`src/assert_macros.svh`:
```
// Assertion macros used by the top level of the Kirsch edge block.
// No dependencies; the checks compile away when SYNTHESIS is defined.
`ifndef ASSERT_MACROS_SVH
`define ASSERT_MACROS_SVH

`ifndef SYNTHESIS

// Property that must hold at every clock edge outside of reset.
`define KET_ASSERT(label, clk, rst_n, prop) \
  label: assert property (@(posedge clk) disable iff (!(rst_n)) (prop)) \
    else $error("assertion failed: label");

// Condition that must never be true outside of reset.
`define KET_ASSERT_NEVER(label, clk, rst_n, cond) \
  label: assert property (@(posedge clk) disable iff (!(rst_n)) !(cond)) \
    else $error("forbidden condition seen: label");

`else

`define KET_ASSERT(label, clk, rst_n, prop)
`define KET_ASSERT_NEVER(label, clk, rst_n, cond)

`endif

`endif

```
`src/ket_pkg.sv`:
```
// Shared types and constants of the Kirsch edge threshold block.
// No dependencies; every module of the block and the testbench import this package.
package ket_pkg;

  // Field widths.
  localparam int unsigned ChanW      = 8;
  localparam int unsigned LumW       = 18;
  localparam int unsigned LineW      = 2 * LumW;
  localparam int unsigned TriW       = LumW + 2;
  localparam int unsigned HalfW      = LumW + 2;
  localparam int unsigned SumW       = LumW + 3;
  localparam int unsigned EdgeW      = 23;
  localparam int unsigned ThrW       = 12;
  localparam int unsigned ThrScaledW = 22;
  localparam int unsigned DimW       = 11;
  localparam int unsigned CfgIdxW    = 2;
  localparam int unsigned CfgDataW   = 12;

  // Luminance weights in thousandths, and the threshold scale.
  localparam int unsigned LumCoefR = 299;
  localparam int unsigned LumCoefG = 587;
  localparam int unsigned LumCoefB = 114;
  localparam int unsigned ThrScale = 1000;

  // Frame geometry.
  localparam int unsigned MaxWidthDef  = 1024;
  localparam int unsigned MaxHeightDef = 1024;
  localparam int unsigned DimReset     = 1024;
  localparam int unsigned MinDim       = 3;

  // Compass ring and output queue.
  localparam int unsigned RingN      = 8;
  localparam int unsigned OutQDepth  = 10;

  // Input word.
  typedef struct packed {
    logic             kind;
    logic [ChanW-1:0] red;
    logic [ChanW-1:0] green;
    logic [ChanW-1:0] blue;
  } in_word_t;

  // Output word.
  typedef struct packed {
    logic white;
    logic last_of_frame;
  } out_word_t;

  // One result on its way through the edge datapath.
  typedef struct packed {
    logic                        use_edge;
    logic                        last;
    logic [LumW-1:0]             border;
    logic [RingN-1:0][LumW-1:0]  ring;
  } edge_job_t;

endpackage

```
`src/ket_ofifo.sv`:
```
// Output queue of the Kirsch block with credit accounting for words in flight.
// Depends on ket_pkg for the output word type and the queue depth.
module ket_ofifo (
  input  logic               clk_i,
  input  logic               rst_ni,
  input  logic               take_i,
  output logic               space_o,
  input  logic               push_i,
  input  ket_pkg::out_word_t push_word_i,
  output logic               out_valid_o,
  input  logic               out_ready_i,
  output ket_pkg::out_word_t out_word_o
);
  import ket_pkg::*;

  localparam int unsigned PtrW = $clog2(OutQDepth);
  localparam int unsigned CntW = $clog2(OutQDepth + 1);

  out_word_t       mem_q [OutQDepth];
  logic [PtrW-1:0] wr_ptr_q;
  logic [PtrW-1:0] rd_ptr_q;
  logic [CntW-1:0] fill_q;
  logic [CntW-1:0] credit_q;
  logic            pop;

  assign pop         = out_valid_o && out_ready_i;
  assign out_valid_o = fill_q != '0;
  assign out_word_o  = mem_q[rd_ptr_q];
  assign space_o     = credit_q < CntW'(OutQDepth);

  // Queue storage.
  always_ff @(posedge clk_i) begin
    if (push_i) begin
      mem_q[wr_ptr_q] <= push_word_i;
    end
  end

  // Pointers, fill level and credits.
  always_ff @(posedge clk_i or negedge rst_ni) begin
    if (!rst_ni) begin
      wr_ptr_q <= '0;
      rd_ptr_q <= '0;
      fill_q   <= '0;
      credit_q <= '0;
    end else begin
      if (push_i) begin
        wr_ptr_q <= (wr_ptr_q == PtrW'(OutQDepth - 1)) ? '0 : wr_ptr_q + PtrW'(1);
      end
      if (pop) begin
        rd_ptr_q <= (rd_ptr_q == PtrW'(OutQDepth - 1)) ? '0 : rd_ptr_q + PtrW'(1);
      end
      fill_q   <= fill_q + CntW'(push_i) - CntW'(pop);
      credit_q <= credit_q + CntW'(take_i) - CntW'(pop);
    end
  end

endmodule

```
`config.mk`:
```
export PLATFORM = sky130hd
export DESIGN_NAME = ket_ofifo
export DESIGN_NICKNAME = d
export VERILOG_FILES = /design/src/assert_macros.svh /design/src/ket_pkg.sv /design/src/ket_ofifo.sv
export SDC_FILE = /design/constraint.sdc
export NUM_CORES = 1
export LEC_CHECK = 0
export ABC_AREA = 1
export BUFFER_PORTS_ARGS = -buffer_cell sky130_fd_sc_hd__clkbuf_2
export CORE_UTILIZATION = 35
export CTS_CLUSTER_SIZE = 28
export DETAILED_ROUTE_END_ITERATION = 8
export SYNTH_ARGS = -nofsm -noshare
export SYNTH_HDL_FRONTEND = slang
export SYNTH_SLANG_ARGS = --single-unit
```
`constraint.sdc`:
```
create_clock -name clk_i -period 2.9 [get_ports clk_i]
set_input_delay 0.145 -clock clk_i [delete_from_list [all_inputs] [get_ports clk_i]]
set_output_delay 0.145 -clock clk_i [all_outputs]
set_load 0.005 [all_outputs]
```
==> impl_metrics.env <==
export IMPL_gp_congestion=0.761
export IMPL_final_min_clock_period_ns=2.02
export IMPL_start_util_pct=37.2
export IMPL_grt_util_all_layers_pct=13.7
export IMPL_synth_edff_count=20
export IMPL_cts_sinks=36
export IMPL_fin_cells=263
export IMPL_clock_root_buffer="clkbuf_8"
export IMPL_setup_tns_ns=0
export IMPL_cp_end_kind="flip-flop"
export IMPL_fp_coreArea_um2=4820
export IMPL_cts_setup_buffers=0
export IMPL_drt_total_wl_um=3110
export IMPL_ys_seq_area_share_pct=55.9
export IMPL_overflow=0
export IMPL_first_pass_iters=4
export IMPL_ys_seq_elements=36
export IMPL_cts_resized=0
export IMPL_via_per_inst=4.50
export IMPL_yosysUniqueCellTypes=24
export IMPL_cp_max_fo=5
export IMPL_final_cell_mix="nand2_1, inv_1, edfxtp_1"
export IMPL_worstPathRequired_ns=3.07
export IMPL_syn_area_per_cell_um2=9.95
export IMPL_clockBufferDepth=2
export IMPL_clock_fmax_mhz=494
export IMPL_syn_area_um2=1790
export IMPL_dp_cells=254
export IMPL_clk_pin_slew_worst_paths_ns=0.07
export IMPL_finalCritPeriodShare_pct=69.8
export IMPL_htree_num_levels=2
export IMPL_initialDrtViolationCount=91
export IMPL_grt_pass1_wl_um=5420
export IMPL_status="complete, no violations"
export IMPL_chipHeight_um=73.5
export IMPL_yosys_warnings=0
export IMPL_syn_to_final_growth_pct=10.6
export IMPL_clock_latency_ns=0.28
export IMPL_dominantRegCellSynth="edfxtp_1"
export IMPL_powerDensity_nw_per_um2=991
export IMPL_cpPeakStageDelay_ns=0.41
export IMPL_antenna_found_initial=0
export IMPL_drc=0
export IMPL_crit_top_cell="ha_1"
export IMPL_path_class="reg2reg"
export IMPL_critPathBufInv=2
export IMPL_cts_tree="built"
export IMPL_grt_pass1_vias=1144
export IMPL_irDropWorstVdd_mv=0.366
export IMPL_cp_slowest_cell="fa_1"
export IMPL_final_common_cell="nand2_1"
export IMPL_dpl_hpwl_um=2350
export IMPL_maxCapViolations=0
export IMPL_hp_class="in2reg"
export IMPL_antennaDiodeCount=0
export IMPL_maxSlewViolCount=0
export IMPL_io_pin_count=11
export IMPL_die_x_um=73.5
export IMPL_slew_headroom_pct=57.2
export IMPL_critPathTopFamily="adder cells"
export IMPL_num_rows=25
export IMPL_finalHoldViolations=0
export IMPL_routedWlPerCell_um=11.8
export IMPL_rsz0062_at_grt="false"
export IMPL_synthArstFlopShare_pct=44.4
export IMPL_portBuffers=10
export IMPL_start_kind="flip-flop"
export IMPL_ant_nets=0
export IMPL_synth_cells=180
export IMPL_fin_skew_ns=0.00860
export IMPL_setup_viol=0
export IMPL_total_leakage_power_uw=0.000909
export IMPL_via_count=1183
export IMPL_crit_chain="inv_1 > ha_1 > nand3_2 > nand2_2 > inv_2 > nand2_1 > o21ai_0 > ha_1 > fa_1 > xor2_1"
export IMPL_worst_slew_pin_slew_ns=0.642
export IMPL_arrival_ns=2.19
export IMPL_r2r_slack_ns=0.88
export IMPL_cts_made_buffers=5
export IMPL_grt_max_degree=17
export IMPL_syn_nets=198
export IMPL_dieArea_um2=5410
export IMPL_cts_hold_buffers=1
export IMPL_fin_nets=213
export IMPL_drive_gt1_share_pct=13.8
-- path summary, 6_finish.rpt --
check | start | to | cells past startpoint
setup / recovery | fill_q[2] | fill_q[2] | 10
hold / removal | take_i | credit_q[0] | 2
setup reg to reg | fill_q[2] | fill_q[2] | 10
hold reg to reg | wr_ptr_q[2] | wr_ptr_q[2] | 1
max in group asynchronous | rst_ni | wr_ptr_q[3] | 2
min in group asynchronous | rst_ni | fill_q[3] | 2
-- cells in the mapped netlist, types with 3 or more instances --
library cell / count / area share, %
nand2_1: 40 / 8.4
dfrtp_1: 16 / 22
nor2_1: 18 / 3.8
nand2_2: 3 / 1.0
inv_1: 24 / 5.0
edfxtp_1: 20 / 34
ha_1: 9 / 6.3
nand3_1: 12 / 3.4
xor2_1: 6 / 2.9
a21oi_1: 4 / 1.1
o21ai_0: 7 / 2.0
inv_2: 4 / 0.84
-- per-layer routing --
| layer | share of wire, % | global-route usage, % |
|---|---|---|
| met1 | 46 | 18.2 |
| met2 | 47 | 21.2 |
| met3 | 4.7 | 3.98 |
| met4 | 1.4 | 5.13 |
| met5 | 0 | 0 |
-- sequential cells by signal (all words and copies together), names as in the netlist --
name and flops:
fill_q 4, credit_q 4, mem_q 20, wr_ptr_q 4, rd_ptr_q 4
-- cells by family (layout without fill, tap and decap cells) --
kind of cell | after synthesis | after routing | synth area share, %
buf+inv | 32 | 48 | 8.39
fa+ha+maj | 11 | 11 | 8.53
xor+xnor | 8 | 8 | 3.91
compound gates | 14 | 14 | 4.33
simple gates | 79 | 79 | 18.9
flops | 36 | 36 | 55.9
-- power by group --
group | internal [uW] | switching [uW]
registers | 697 | 142
logic | 326 | 466
clock network | 168 | 164
-- metrics by stage --
step	hold slack [ns]	total power [uW]	instance area [um2]	setup slack, ns	utilization [%]
after detailed placement	0.0965	1650	1890	0.882	39.2
after global routing	0.112	2170	1980	0.737	41.1
final	0.112	1960	1980	0.877	41.1
after CTS	0.121	1990	1980	0.879	41.1
after floorplan	-0.151	1470	1790	1.01	-
after global placement	0.0898	1630	1890	0.961	39.2
-- area by class of cell --
cell class | count | area [um2]
timing repair buffer | 11 | 60.1
fill | 490 | 2840
clock inverter | 1 | 5.00
tap | 67 | 83.8
inverter | 29 | 114
sequential | 36 | 1000
multi-input combinational | 112 | 639
clock buffer | 7 | 76.3
Power figures use the tool's default switching activity.
